[config.mk]
export PLATFORM = sky130hd
export DESIGN_NAME = msvpt_regs
export DESIGN_NICKNAME = d
export VERILOG_FILES = /design/src/hdl/msvpt_pkg.sv /design/src/hdl/msvpt_regs.sv
export SDC_FILE = /design/constraint.sdc
export NUM_CORES = 1
export LEC_CHECK = 0
export BUFFER_PORTS_ARGS = -buffer_cell sky130_fd_sc_hd__clkbuf_2
export CAP_MARGIN = 20
export CELL_PAD_IN_SITES_DETAIL_PLACEMENT = 1
export CELL_PAD_IN_SITES_GLOBAL_PLACEMENT = 2
export CORE_MARGIN = 3
export CORE_UTILIZATION = 28
export CTS_CLUSTER_SIZE = 10
export DETAILED_ROUTE_END_ITERATION = 6
export HOLD_SLACK_MARGIN = 0.08
export PLACE_DENSITY_LB_ADDON = 0.1
export SLEW_MARGIN = 20
export SYNTH_ARGS = -nofsm -noshare
export SYNTH_HDL_FRONTEND = slang
export SYNTH_SLANG_ARGS = --single-unit
[constraint.sdc]
create_clock -name clk -period 2 [get_ports clk]
set_input_delay 0.2 -clock clk [delete_from_list [all_inputs] [get_ports clk]]
set_output_delay 0.2 -clock clk [all_outputs]
set_load 0.03 [all_outputs]
[src/hdl/msvpt_pkg.sv]
// ----------------------------------------------------------------------------
// msvpt_pkg: shared types and constants of the panorama pan/tilt mapper
// Word types, register indexes and the CORDIC angle table.
// ----------------------------------------------------------------------------
package msvpt_pkg;

  localparam int COORD_BITS_DEF = 16;
  localparam int CORDIC_STEPS   = 20;
  localparam int ZW             = 25;   // angle accumulator, 1/65536 degree
  localparam int CW             = 34;   // CORDIC x/y datapath
  localparam int BW             = 26;   // base tilt in 1/65536 degree
  localparam int OW             = 9;    // pan offset in degrees

  localparam logic [2:0] REG_MODE  = 3'd0;
  localparam logic [2:0] REG_BASE  = 3'd1;
  localparam logic [2:0] REG_VFOV  = 3'd2;
  localparam logic [2:0] REG_TAN   = 3'd3;
  localparam logic [2:0] REG_FRONT = 3'd4;

  typedef struct packed {
    logic [15:0] view_x;
    logic [15:0] view_y;
  } in_word_t;

  typedef struct packed {
    logic signed [15:0] pan_angle;
    logic signed [15:0] tilt_angle;
  } out_word_t;

  typedef struct packed {
    logic               camera_mode;
    logic signed [14:0] base_tilt;
    logic [14:0]        vertical_fov;
    logic [18:0]        tan_half_vfov;
    logic [15:0]        front_face_fraction;
  } cfg_t;

  // data that rides along with an item past the CORDIC lanes
  typedef struct packed {
    logic signed [OW-1:0] pan_off;
    logic signed [BW-1:0] base;
  } side_t;

  // atan(2^-i) in 1/65536 degree
  function automatic logic signed [ZW-1:0] atan_tab(input int i);
    logic signed [ZW-1:0] v;
    case (i)
      0:  v = ZW'(2949120);
      1:  v = ZW'(1740967);
      2:  v = ZW'(919879);
      3:  v = ZW'(466945);
      4:  v = ZW'(234379);
      5:  v = ZW'(117304);
      6:  v = ZW'(58666);
      7:  v = ZW'(29335);
      8:  v = ZW'(14668);
      9:  v = ZW'(7334);
      10: v = ZW'(3667);
      11: v = ZW'(1833);
      12: v = ZW'(917);
      13: v = ZW'(458);
      14: v = ZW'(229);
      15: v = ZW'(115);
      16: v = ZW'(57);
      17: v = ZW'(29);
      18: v = ZW'(14);
      19: v = ZW'(7);
      default: v = '0;
    endcase
    return v;
  endfunction

endpackage

[src/hdl/msvpt_regs.sv]
// ----------------------------------------------------------------------------
// msvpt_regs: configuration register file
// APB-style write/read of the five mapper registers.
// ----------------------------------------------------------------------------
module msvpt_regs (
  input  logic                clk,
  input  logic                rst_n,
  input  logic                psel,
  input  logic                penable,
  input  logic                pwrite,
  input  logic [4:0]          paddr,
  input  logic [31:0]         pwdata,
  output logic [31:0]         prdata,
  output logic                pready,
  output msvpt_pkg::cfg_t     cfg
);
  import msvpt_pkg::*;

  cfg_t       cfg_r;
  logic [2:0] idx;
  logic       wr;

  assign pready = 1'b1;
  assign idx    = paddr[4:2];
  assign wr     = psel & penable & pwrite;
  assign cfg    = cfg_r;

  // register writes
  always_ff @(posedge clk) begin
    if (!rst_n) begin
      cfg_r.camera_mode         <= 1'b0;
      cfg_r.base_tilt           <= '0;
      cfg_r.vertical_fov        <= 15'd11520;
      cfg_r.tan_half_vfov       <= 19'd65536;
      cfg_r.front_face_fraction <= 16'd32768;
    end else if (wr) begin
      case (idx)
        REG_MODE:  cfg_r.camera_mode         <= pwdata[0];
        REG_BASE:  cfg_r.base_tilt           <= signed'(pwdata[14:0]);
        REG_VFOV:  cfg_r.vertical_fov        <= pwdata[14:0];
        REG_TAN:   cfg_r.tan_half_vfov       <= pwdata[18:0];
        REG_FRONT: cfg_r.front_face_fraction <= pwdata[15:0];
        default: ;
      endcase
    end
  end

  // read mux
  always_comb begin
    case (idx)
      REG_MODE:  prdata = {31'd0, cfg_r.camera_mode};
      REG_BASE:  prdata = {17'd0, cfg_r.base_tilt};
      REG_VFOV:  prdata = {17'd0, cfg_r.vertical_fov};
      REG_TAN:   prdata = {13'd0, cfg_r.tan_half_vfov};
      REG_FRONT: prdata = {16'd0, cfg_r.front_face_fraction};
      default:   prdata = '0;
    endcase
  end

endmodule

* Yosys cells after proc, flatten, opt, wreduce, memory -nomap -nowiden
Cells that the tools add are included.
** Operators by class
- Add/subtract/negate cells :: 0
- Multiply operators :: 0
- Divide/modulo/power cells :: 0
- Order comparisons :: 0
- Equality and inequality tests :: 4
- Shifts and indexed selects :: 0
- Muxes and demuxes :: 1
- Bitwise operators :: 2
- Reductions and logical operators :: 6
** Operators by type and width (number)
- case mux 19 bit (5 select lines) :: 1
- AND reduction 2 bit :: 5
- == test 3 x 2 -> 1 bit (second input constant) :: 2
- == test 3 x 1 -> 1 bit (second input constant) :: 1
- == test 3 bit (second input constant) :: 1
- logical NOT 3 bit :: 1
- bitwise AND 1 bit :: 2
** Storage, ports and cells
- Bits in registers :: 66
- Bits in latches :: 0
- RAM bits :: 0
- ROM bits :: 0
- Bits of input ports :: 42
- Output and inout port bits :: 99
- Logic and storage cells :: 18
- Memories :: 0

* Logic depth before layout (Yosys ltp)
- Depth in word-level cells :: 3
- Mapped depth :: 6
- Mapped depth without buffers :: 3

* Least setup slack after synthesis
Ideal clock, no wire load.
- Path kind :: input to output
- From :: input paddr[2]
- To :: output prdata[14]
- Arrival :: 1596 ps
- Required time :: 1800 ps
- Setup slack :: 204 ps
- Cell stages on the path :: 5
- Cells stage by stage :: buf_4 nor2b_1 buf_2 a22oi_1 o21ai_0
** On the way
- Longest elaborated chain between the ends :: 2
- Elaborated cells between the ends (all ways) :: 6
** RTL lines
- start, declared :: line msvpt_regs.sv:11 : input logic [4:0] paddr,
- == test 3 bit (tied with other cells) :: line msvpt_regs.sv:50 : case (idx)
- case mux 19 bit (5 select lines) * :: line msvpt_regs.sv:50
- end, declared :: line msvpt_regs.sv:13 : output logic [31:0] prdata,
Mark *: on every way between the ends. The rest lies on a longest branch, timed or not.

* Worst setup path in the final report
Ends and elaborated chain as after synthesis.

==> flow_metrics.py <==
metrics = {
    "outcome": {
        "status": "complete, no violations",
    },
    "floorplanning": {
        "initial_core_util": 0.295,
        "core_area_um2": 10600,
        "fp.dieH_um": 112,
        "io_pins": 141,
        "die_width_um": 112,
        "rows": 37,
        "die_area_um2": 12500,
    },
    "cts": {
        "numCtsBuffers": 9,
        "clock-sinks": 66,
        "cts_setup_buffers": 0,
        "hold_buffers": 0,
        "clk_pin_slew_ns": 0.07,
        "cts_resized": 0,
        "clock_path_buffers": 2,
        "clock_latency_ns": 0.33,
        "cts_tree": "done",
        "htree_num_levels": 3,
        "clockRootBuffer": "clkbuf_8",
    },
    "synthesis": {
        "ys_warn_count": 0,
        "synth_area_leader_cell": "dfxtp_1",
        "synth_edf_count": 0,
        "synth.area.top_cells": "dfxtp_1 42%, mux2i_1 20%, nand2_1 11%",
        "synthFlopType": "dfxtp_1",
        "synth-async-reset-ratio": 0,
        "syn_inst": 340,
        "synth_top_area_frac": 0.423,
        "ys_ff_latch": 66,
        "yosys.cell_types.count": 29,
        "yosysSeqAreaShare": 0.423,
        "syn_area_um2": 3130,
        "avgSynthCellArea_um2": 9.19,
    },
    "pwr": {
        "finalPower_mw": 2.80,
        "max-vdd-ir-drop_uv": 246,
        "powerDensity_nw_per_um2": 686,
        "p_leak_nw": 1.83,
    },
    "worst_setup_path": {
        "rrSetupSlack_ns": 1.30,
        "required_ns": 1.80,
        "cp-start-kind": "primary input",
        "cp_max_fo": 12,
        "cp-end-kind": "primary output",
        "reg2regPathDepth": 2,
        "r2r-end": "cfg[45]$_SDFFE_PN1P_",
        "startpoint": "paddr[2]",
        "reg2reg_from": "cfg[45]$_SDFFE_PN1P_",
        "path_class": "in -> out",
        "arrival_ns": 1.54,
    },
    "layout": {
        "final_area_um2": 4080,
        "post_route_cells_drive_above_1_share": 0.362,
        "largest_reg_flops": 66,
        "final_cell_mix": "110 x clkbuf_2, 92 x nand2_1, 66 x dfxtp_1, 62 x mux2i_1, 19 x o21ai_0",
        "layout.nets": 497,
        "layout_commonest_cell": "clkbuf_2",
        "n_antenna_cell": 0,
        "fin_util": 0.384,
        "area_delta_synth_final_pct": 30.4,
    },
    "timing": {
        "finalSetupTns_ns": 0,
        "fin_worst_skew_ns": 0,
        "setup_viol": 0,
        "final-max-slew-violation-count": 0,
        "min_period_ns": 1.74,
        "fmax_mhz": 575,
        "rsz0062_at_grt": "false",
        "hold_viol_final": 0,
        "final.period_utilization": 0.869,
    },
    "min_path": {
        "hp-start": "pwdata[18]",
        "holdPathEnd": "cfg[34]$_SDFFE_PN0P_",
        "hold_path_depth": 3,
        "hp-class": "in -> reg",
    },
    "drt": {
        "viasPerCell": 4.71,
        "wl_per_cell_um": 17.3,
        "dr.first_iter.drc_count": 136,
        "drt-pass1-iter-count": 4,
        "ant_nets": 0,
        "via_count": 2804,
        "drc": 0,
        "wl_mm": 10.3,
    },
    "placement": {
        "dp_hpwl_mm": 7.48,
        "gp_congestion": 0.726,
        "placed_area_um2": 3870,
        "port_buffers": 111,
    },
    "run": {
        "drv_cap": 0,
    },
    "global_route": {
        "antenna_found_initial": 0,
        "grt_overflow_total": 0,
        "grt_max_degree": 73,
        "grt_usage": 0.165,
        "grt_pass1_vias": 2822,
        "grt_pass1_wl_mm": 16.1,
    },
}
==> worst max path at each step <==
| stage | to | slack, ns | cells after the start |
|---|---|---|---|
| 2_1_floorplan | prdata[14] | 0.20 | 5 |
| 3_3_place_gp | prdata[14] | 0.23 | 7 |
| 3_5_place_dp | cfg[8]$_SDFFE_PN0P_ | 0.21 | 5 |
| 4_1_cts | prdata[14] | 0.27 | 7 |
| 5_1_grt | prdata[14] | 0.17 | 7 |
| 6_report | prdata[14] | 0.26 | 7 |
==> routing by layer <==
metal	part of all wire	track usage
met3	0.047	0.0337
met2	0.47	0.266
met1	0.47	0.220
met4	0.011	0.0511
met5	0	0
==> Yosys cell counts (all sizes together), types with 3 or more instances <==
cell type,count
a22oi,14
and3,3
buf,26
clkbuf,14
dfxtp,66
inv,5
mux2,14
mux2i,62
nand2,92
nor2b,4
o21ai,20
o311ai,6
==> power breakdown <==
group / switching (mW) / total (mW) / internal (mW)
Sequential: 0.00838 / 1.33 / 1.32
Combinational: 0.205 / 0.290 / 0.0859
Clock: 0.503 / 1.17 / 0.671
Total: 0.716 / 2.80 / 2.08
==> cell type report <==
cell class / count / area (um^2)
Multi-Input combinational cell: 241 / 1600
Sequential cell: 66 / 1320
Fill cell: 1294 / 6530
Clock inverter: 2 / 35.0
Tap cell: 136 / 170
Clock buffer: 13 / 169
Timing Repair Buffer: 132 / 763
Inverter: 5 / 18.8
==> stage by stage <==
step                      setup WS, ns  std cells  hold WS, ns
final                            0.262        595       0.0977
after global routing             0.166        595        0.101
after CTS                        0.267        595       0.0881
after detailed placement         0.211        580        0.450
after global placement           0.232        580        0.433
after floorplan                  0.204        352        0.342
==> logic make-up (layout without fill, tap and decap cells) <==
| logic type | after synthesis | in the layout | share of synthesized area |
|---|---|---|---|
| DFF | 66 | 66 | 0.423 |
| buffers and inverters | 45 | 152 | 0.0837 |
| and+or+nand+nor | 107 | 107 | 0.149 |
| muxes | 76 | 76 | 0.249 |
| AOI/OAI and AO/OA | 44 | 44 | 0.0929 |
| other | 2 | 14 | 0.00240 |
==> critical path, stage by stage <==
cell      delay [ns]
clkbuf_2        0.24
buf_4           0.25
nor3b_2         0.18
buf_4           0.21
nand2_1         0.06
o21ai_0         0.12
clkbuf_2        0.27
Note: power is estimated with default switching activity, not from simulation.
