`config.mk`:
```
export PLATFORM = sky130hd
export DESIGN_NAME = msvpt_front
export DESIGN_NICKNAME = d
export VERILOG_FILES = /design/src/hdl/msvpt_pkg.sv /design/src/hdl/msvpt_front.sv
export SDC_FILE = /design/constraint.sdc
export NUM_CORES = 2
export LEC_CHECK = 0
export ABC_AREA = 1
export BUFFER_PORTS_ARGS = -buffer_cell sky130_fd_sc_hd__clkbuf_2
export CORE_MARGIN = 2
export CORE_UTILIZATION = 25
export DETAILED_ROUTE_END_ITERATION = 8
export SKIP_CTS_REPAIR_TIMING = 1
export SYNTH_ARGS = -nofsm -noshare
export SYNTH_HDL_FRONTEND = slang
export SYNTH_SLANG_ARGS = --single-unit
```
`constraint.sdc`:
```
create_clock -name clk -period 15.98 [get_ports clk]
set_clock_uncertainty 0.15 [all_clocks]
set_input_delay 0.799 -clock clk [delete_from_list [all_inputs] [get_ports clk]]
set_output_delay 0.799 -clock clk [all_outputs]
set_load 0.02 [all_outputs]
```
`src/hdl/msvpt_pkg.sv`:
```
// ----------------------------------------------------------------------------
// msvpt_pkg: shared types and constants of the panorama pan/tilt mapper
// Word types, register indexes and the CORDIC angle table.
// ----------------------------------------------------------------------------
package msvpt_pkg;

  localparam int COORD_BITS_DEF = 16;
  localparam int CORDIC_STEPS   = 20;
  localparam int ZW             = 25;   // angle accumulator, 1/65536 degree
  localparam int CW             = 34;   // CORDIC x/y datapath
  localparam int BW             = 26;   // base tilt in 1/65536 degree
  localparam int OW             = 9;    // pan offset in degrees

  localparam logic [2:0] REG_MODE  = 3'd0;
  localparam logic [2:0] REG_BASE  = 3'd1;
  localparam logic [2:0] REG_VFOV  = 3'd2;
  localparam logic [2:0] REG_TAN   = 3'd3;
  localparam logic [2:0] REG_FRONT = 3'd4;

  typedef struct packed {
    logic [15:0] view_x;
    logic [15:0] view_y;
  } in_word_t;

  typedef struct packed {
    logic signed [15:0] pan_angle;
    logic signed [15:0] tilt_angle;
  } out_word_t;

  typedef struct packed {
    logic               camera_mode;
    logic signed [14:0] base_tilt;
    logic [14:0]        vertical_fov;
    logic [18:0]        tan_half_vfov;
    logic [15:0]        front_face_fraction;
  } cfg_t;

  // data that rides along with an item past the CORDIC lanes
  typedef struct packed {
    logic signed [OW-1:0] pan_off;
    logic signed [BW-1:0] base;
  } side_t;

  // atan(2^-i) in 1/65536 degree
  function automatic logic signed [ZW-1:0] atan_tab(input int i);
    logic signed [ZW-1:0] v;
    case (i)
      0:  v = ZW'(2949120);
      1:  v = ZW'(1740967);
      2:  v = ZW'(919879);
      3:  v = ZW'(466945);
      4:  v = ZW'(234379);
      5:  v = ZW'(117304);
      6:  v = ZW'(58666);
      7:  v = ZW'(29335);
      8:  v = ZW'(14668);
      9:  v = ZW'(7334);
      10: v = ZW'(3667);
      11: v = ZW'(1833);
      12: v = ZW'(917);
      13: v = ZW'(458);
      14: v = ZW'(229);
      15: v = ZW'(115);
      16: v = ZW'(57);
      17: v = ZW'(29);
      18: v = ZW'(14);
      19: v = ZW'(7);
      default: v = '0;
    endcase
    return v;
  endfunction

endpackage

```
`src/hdl/msvpt_front.sv`:
```
// ----------------------------------------------------------------------------
// msvpt_front: operand stages
// Splits x into sensor segments, builds the tilt ratio and multiplies by tan.
// ----------------------------------------------------------------------------
module msvpt_front #(
  parameter int CB = msvpt_pkg::COORD_BITS_DEF
) (
  input  logic                         clk,
  input  logic                         en,
  input  msvpt_pkg::in_word_t          in_word,
  input  msvpt_pkg::cfg_t              cfg,
  output logic signed [CB+32:0]        pan_x,
  output logic signed [CB+32:0]        pan_y,
  output logic signed [CB+32:0]        tilt_x,
  output logic signed [CB+32:0]        tilt_y,
  output msvpt_pkg::side_t             side
);
  import msvpt_pkg::*;

  localparam int AW = CB + 13;
  localparam int NW = CB + 33;

  logic [CB-1:0]        xc, yc, ffc;
  logic [CB+15:0]       ff_sh;
  logic signed [AW-1:0] xw, yw, ffw, one_w, rw;
  logic signed [AW-1:0] ny_nxt, a_nxt, den_nxt, fbase;
  logic signed [OW-1:0] off_nxt;
  logic signed [BW-1:0] base_nxt, bt512;
  logic [1:0]           qidx;

  logic signed [AW-1:0] ny_r, a_r, den_r;
  side_t                side1_r, side2_r;
  logic signed [NW-1:0] pan_y_r, num_r, den2_r;

  // operand widening
  always_comb begin
    xc    = CB'({24'd0, in_word.view_x});
    yc    = CB'({24'd0, in_word.view_y});
    ff_sh = {cfg.front_face_fraction, CB'(0)};
    ffc   = ff_sh[CB+15:16];
    xw    = signed'(AW'(xc));
    yw    = signed'(AW'(yc));
    ffw   = signed'(AW'(ffc));
    one_w = AW'(1) <<< CB;
    qidx  = xc[CB-1 -: 2];
    rw    = signed'(AW'(xc[CB-3:0]));
    bt512 = BW'(cfg.base_tilt) <<< 9;
    fbase = AW'(25 * ffw + 4 * one_w);
  end

  // segment select and tilt ratio
  always_comb begin
    if (!cfg.camera_mode) begin
      ny_nxt = one_w - (rw <<< 3);
      case (qidx)
        2'd0:    off_nxt = OW'(135);
        2'd1:    off_nxt = OW'(45);
        2'd2:    off_nxt = -OW'(45);
        default: off_nxt = -OW'(135);
      endcase
      if ((yw <<< 1) <= one_w) begin
        a_nxt    = one_w - (yw <<< 1);
        den_nxt  = one_w;
        base_nxt = bt512;
      end else begin
        a_nxt    = AW'(116 * one_w - 100 * yw);
        den_nxt  = AW'(66 * one_w);
        base_nxt = bt512 - (BW'(cfg.vertical_fov) <<< 8);
      end
    end else begin
      if (3 * xw < one_w) begin
        ny_nxt  = AW'(one_w - 6 * xw);
        off_nxt = OW'(90);
      end else if (3 * xw < 2 * one_w) begin
        ny_nxt  = AW'(3 * one_w - 6 * xw);
        off_nxt = '0;
      end else begin
        ny_nxt  = AW'(5 * one_w - 6 * xw);
        off_nxt = -OW'(90);
      end
      if (yw < ffw) begin
        a_nxt    = AW'(fbase - 50 * yw);
        den_nxt  = fbase;
        base_nxt = bt512;
      end else begin
        a_nxt    = AW'(1332 * (one_w - ffw) - 1000 * (yw - ffw));
        den_nxt  = AW'(1000 * (one_w - ffw));
        base_nxt = BW'(2 * 65536);
      end
    end
  end

  // stage 1: operands; stage 2: tan multiply
  always_ff @(posedge clk) begin
    if (en) begin
      ny_r         <= ny_nxt;
      a_r          <= a_nxt;
      den_r        <= den_nxt;
      side1_r      <= '{pan_off: off_nxt, base: base_nxt};
      pan_y_r      <= NW'(ny_r);
      num_r        <= NW'(a_r) * signed'(NW'(cfg.tan_half_vfov));
      den2_r       <= NW'(den_r) <<< 16;
      side2_r      <= side1_r;
    end
  end

  assign pan_x  = NW'(1) <<< CB;
  assign pan_y  = pan_y_r;
  assign tilt_x = den2_r;
  assign tilt_y = num_r;
  assign side   = side2_r;

endmodule

```
* Word-level counts from Yosys, hierarchy flattened *
Cells that the tools add are included.

operators by class
  $add $sub $neg = 12
  multiply operators = 9
  $lt $le $gt $ge = 4
  eq/ne operators = 2
  muxes and demuxes = 16
  reduce and logical (&&, ||, !) cells = 1

operators with widths
  kind                                                                     count
  29-bit 2-to-1 mux                                                        8
  26-bit 2-to-1 mux                                                        3
  5-bit by 16-bit multiplier with 21-bit output (first input constant)     3
  29-bit by 20-bit multiplier with 49-bit output                           1
  2-bit by 16-bit multiplier with 18-bit output (first input constant)     2
  17-bit by 17-bit subtractor with 18-bit output (first input constant)    2
  32-bit by 18-bit < comparator with 1-bit output (second input constant)  1
  18-bit by 29-bit subtractor with 29-bit output (first input constant)    1
  19-bit by 29-bit subtractor with 29-bit output (first input constant)    1
  29-bit by 28-bit subtractor with 29-bit output                           1
  10-bit by 18-bit multiplier with 27-bit output (first input constant)    1
  9-bit 2-to-1 mux                                                         3
  9-bit case mux with 3 select lines                                       1
  8-bit by 18-bit multiplier with 26-bit output (first input constant)     1
  8-bit by 17-bit multiplier with 25-bit output (first input constant)     1
  24-bit by 24-bit subtractor with 25-bit output                           1
  23-bit by 23-bit subtractor with 24-bit output (first input constant)    1
  23-bit 2-to-1 mux                                                        1
  22-bit by 22-bit subtractor with 23-bit output                           1
  21-bit by 19-bit adder with 22-bit output (second input constant)        1
  19-bit by 19-bit subtractor with 20-bit output (first input constant)    1
  18-bit < comparator (second input constant)                              1
  17-bit by 16-bit subtractor with 18-bit output (first input constant)    1
  17-bit less-or-equal comparator (second input constant)                  1
  other kinds (5)                                                          5

word-level totals
  register bits after elaboration = 264
  input port bits = 100
  output and inout port bits = 231
  logic and storage cells = 54

* Logic depth before layout (Yosys ltp) *
  word-level depth = 5
  depth in mapped cells = 47
  depth with buffers taken out = 47

* Worst setup path after synthesis *
OpenSTA, ideal clock, no wires.

  path type = in2reg
  from = input port in_word[0] in the netlist's numbering
  to = register a_r[26] (data pin)
  setup time = 0.256 ns
  arrival = 7.368 ns
  data required time = 15.574 ns
  slack = 8.206 ns
  stages on the path = 42
  path buffers = 0
  cells stage by stage = inv_2 > ha_1 > inv_1 > fa_1 > nand3_1 > nand2_1 > nand2_1 > nand2_1 > a21boi_2 > o21ai_1 > xnor2_1 > inv_2 > nand2_1 > nand2_1 > inv_1 > ha_1 > inv_1 > fa_1 > [... 6 more ...] > a21o_1 > a31oi_1 > nand2_1 > a21oi_1 > o21ai_1 > a21boi_0 > o21ai_1 > xnor2_1 > ha_1 > nand2_1 > nor4_1 > o21ai_0 > nand3_1 > nand2_1 > nand3_1 > nand2_1 > nand2_1 > nand2_1

between the ends
  cells in the longest elaborated chain, start to end = 5
  elaborated cells between the ends (all ways) = 13
  classes of those cells = add/sub: 5; mul: 3; order compare: 2; mux: 3

RTL lines
  what                                            line               source
  start: declaration                              msvpt_front.sv:10  input msvpt_pkg::in_word_t in_word,
  16-bit by 16-bit subtractor with 17-bit output  msvpt_front.sv:86  a_nxt = AW'(1332 * (one_w - ffw) - 1000 * (yw - ffw));
  8-bit by 17-bit multiplier with 25-bit output   msvpt_front.sv:86
  29-bit by 28-bit subtractor with 29-bit output  msvpt_front.sv:86
  29-bit 2-to-1 mux                               msvpt_front.sv:81  if (yw < ffw) begin
  29-bit 2-to-1 mux *                             msvpt_front.sv:53  if (!cfg.camera_mode) begin
  via a_nxt[26]                                   msvpt_front.sv:26  logic signed [AW-1:0] ny_nxt, a_nxt, den_nxt, fbase;
  end signal: assignment                          msvpt_front.sv:97  a_r <= a_nxt;
  end: declaration                                msvpt_front.sv:31  logic signed [AW-1:0] ny_r, a_r, den_r;

Mark *: on every way through the listed nets, which the timed path passes. The rest lies on a longest branch.
A chain may end at the register's enable or synchronous reset.

* Final worst setup path *
  from = input port cfg[0] in the netlist's numbering
  to = register a_r[27] (data pin)

between the ends
  cells in the longest elaborated chain, start to end = 5
  elaborated cells between the ends (all ways) = 11
  classes of those cells = add/sub: 5; mul: 3; order compare: 1; mux: 2

RTL lines
  what                                                                                                                     line                                  source
  start: declaration                                                                                                       msvpt_front.sv:11                     input msvpt_pkg::cfg_t cfg,
  17-bit by 16-bit subtractor with 18-bit output (tied with other cells)                                                   msvpt_front.sv:86
  10-bit by 18-bit multiplier with 27-bit output (tied with other cells)                                                   msvpt_front.sv:86
  29-bit by 28-bit subtractor with 29-bit output / 22-bit by 22-bit subtractor with 23-bit output (equally long branches)  msvpt_front.sv:86, msvpt_front.sv:82
  29-bit 2-to-1 mux *                                                                                                      msvpt_front.sv:81
  29-bit 2-to-1 mux *                                                                                                      msvpt_front.sv:53
  via a_nxt[27]                                                                                                            msvpt_front.sv:26

Marks and branches as above.

==> out/metrics.yaml <==
floorplan:
  fp-row-count: 162
  io_pins: 331
  die_h_um: 447
  die_area_um2: 200000
  start_util_pct: 25.2
  die_x_um: 447
  core-area_um2: 195000
place:
  io_buffers: 256
  gp_congestion: 0.932
  dp_hpwl_mm: 125
setup_path:
  max_stage_delay_ps: 560
  critical_path.max_fanout: 10
  crit_required_ps: 16190
  cp-start-kind: "input pin"
  crit_type: "input pin to flip-flop"
  critical-path-slowest-cell: "fa_1"
  crit_path_end_kind: "flip-flop"
  cp.arrival_ps: 8610
routing:
  first_iter_violations: 2414
  post-route-drc-count: 0
  vias: 38400
  drt_wl_total_mm: 147
  vias_per_cell: 4.40
  drt_pass1_iterations: 6
  routedWlPerCell_um: 16.8
  antenna_left: 0
global_route:
  antenna_found_initial: 15
  top_usage_layer: "met2"
  grt_max_degree: 73
  grt_pass1_wl_mm: 231
  grt_util_met2_pct: 26.8
  grt-ovfl-total: 0
  use_met1_pct: 18.0
  grt_usage_pct: 14.7
  grt_use_met3_pct: 1.29
  grt_pass1_vias: 41000
cts:
  cts_sinks: 241
  htree_levels: 1
  clk_pin_slew_ps: 60
  worstSkewPairLatency_ps: 620
  numCtsBuffers: 28
  cts_buffer_depth: 3
  tritoncts: "done"
  root_buffer: "clkbuf_16"
synth:
  synth_top_family_by_area: "adder cells"
  yosysWarnings: 0
  synthXorXnorAreaFrac_pct: 4.14
  synth_top_area_share_pct: 29.8
  synth.avg_cell_area_um2: 8.26
  synth-main-ff-cell: "edfxtp_1"
  synth.area.top_cells: "fa_1, edfxtp_1, ha_1, inv_1, nand2_1"
  synthAdderAreaFrac_pct: 44.2
  syn_inst: 5940
  netlist_area_um2: 49100
  synth.largest_area_cell: "fa_1"
  synth_cell_types: 69
  synth_compound_area_share_pct: 7.37
  synth_common_cells: "inv_1, nand2_1, fa_1"
  synth-seq-cells: 241
  synth_edf_count: 241
  post-synth-top-count-cell: "inv_1"
  synthSimpleGateAreaFrac_pct: 15.4
  synthArstFlopShare_pct: 0
  muxShareOfSynthArea_pct: 0
  yosysSeqAreaShare_pct: 14.7
sta:
  tightest_slew_ps: 1110
  tns_ps: 0
  relSlewSlack_pct: 25.9
  rsz0062_at_grt: "no"
  period_share_pct: 52.6
  fmax_ghz: 0.119
  finalHoldViolCount: 0
  finalCriticalPeriod_ps: 8410
  slew_violations: 0
  setup_viol: 0
final_layout:
  nets: 7475
  drive_gt1_share_pct: 6.92
  area_delta_synth_final_pct: 9.34
  fin_util_pct: 27.5
outcome:
  outcome: "finished, final reports clean"
hold_path:
  hold_class: "flip-flop to flip-flop"
job:
  maxCapViolations: 0
worst max-delay path: cells and delay by family:
family	cells	cell delay, ps
AND/OR/NAND/NOR	10	1250
XOR/XNOR	2	720
AO/OA/AOI/OAI	5	1340
adder cells (fa/ha/maj)	8	3220
buffers and inverters	7	1230
routing by layer:
metal	part of all wire, %	up-vias
met5	0.041	-
met4	3.9	12
met3	4.1	212
met2	50	943
met1	42	18900
li1	-	18300
cell families (layout without fill, tap and decap cells):
group,count (synthesis),count (layout)
and+or+nand+nor,1801,1801
buffers and inverters,1743,1828
adders and majority gates,1296,1296
AOI/OAI and AO/OA,635,635
DFF,241,241
xor gates and xnor gates,222,222
other,2,80
layout make-up:
class,count,area [um^2]
Fill cell,21100,141000
Clock buffer,29,704
Sequential cell,241,7240
Antenna cell,5,12.5
Timing Repair Buffer,273,1420
Inverter,1506,5650
Multi-Input combinational cell,4029,35200
Clock inverter,20,176
Tap cell,2624,3280
sequential cells by signal (all words and copies together) (netlist names):
| name | cells |
|---|---|
| side1_r | 25 |
| tilt_x | 29 |
| tilt_y | 49 |
| a_r | 28 |
| side | 25 |
| den_r | 29 |
| ny_r | 28 |
| pan_y | 28 |
stage by stage:
step | std cells | setup WS, ps | hold WS, ps | instance area [um^2]
global placement | 8673 | 6950 | 251 | 52800
CTS | 8722 | 7560 | 266 | 53600
floorplan | 6013 | 8210 | 250 | 49400
global route | 8725 | 6840 | 272 | 53700
detailed placement | 8673 | 6900 | 255 | 52800
finish | 8727 | 7570 | 264 | 53700
worst paths after layout:
path | endpoint | depth (start not counted) | slack, ps | from
setup / recovery | a_r[27] | 32 | 7570 | cfg[0]
hold / removal | tilt_x[21] | 0 | 260 | den_r[5]
setup reg to reg | tilt_y[48] | 20 | 8020 | a_r[28]
hold reg to reg | tilt_x[21] | 0 | 260 | den_r[5]
cell usage in the layout (no fill, tap or decap), types with 25 or more instances in the layout:
cell type,instances
conb_1,75
clkbuf_2,255
clkbuf_16,28
fa_1,730
a31oi_1,35
a21o_1,29
ha_1,566
nor3_1,33
inv_1,1487
nand2_1,1218
xnor2_1,69
edfxtp_1,241
nand2_2,25
xor2_1,146
a21oi_1,275
nor2_1,219
nand4_1,56
o21ai_1,32
o21ai_0,157
nand3_1,171
Power is not shown: default switching activity piles up to over one toggle a cycle in this logic, so the estimate is an artifact.
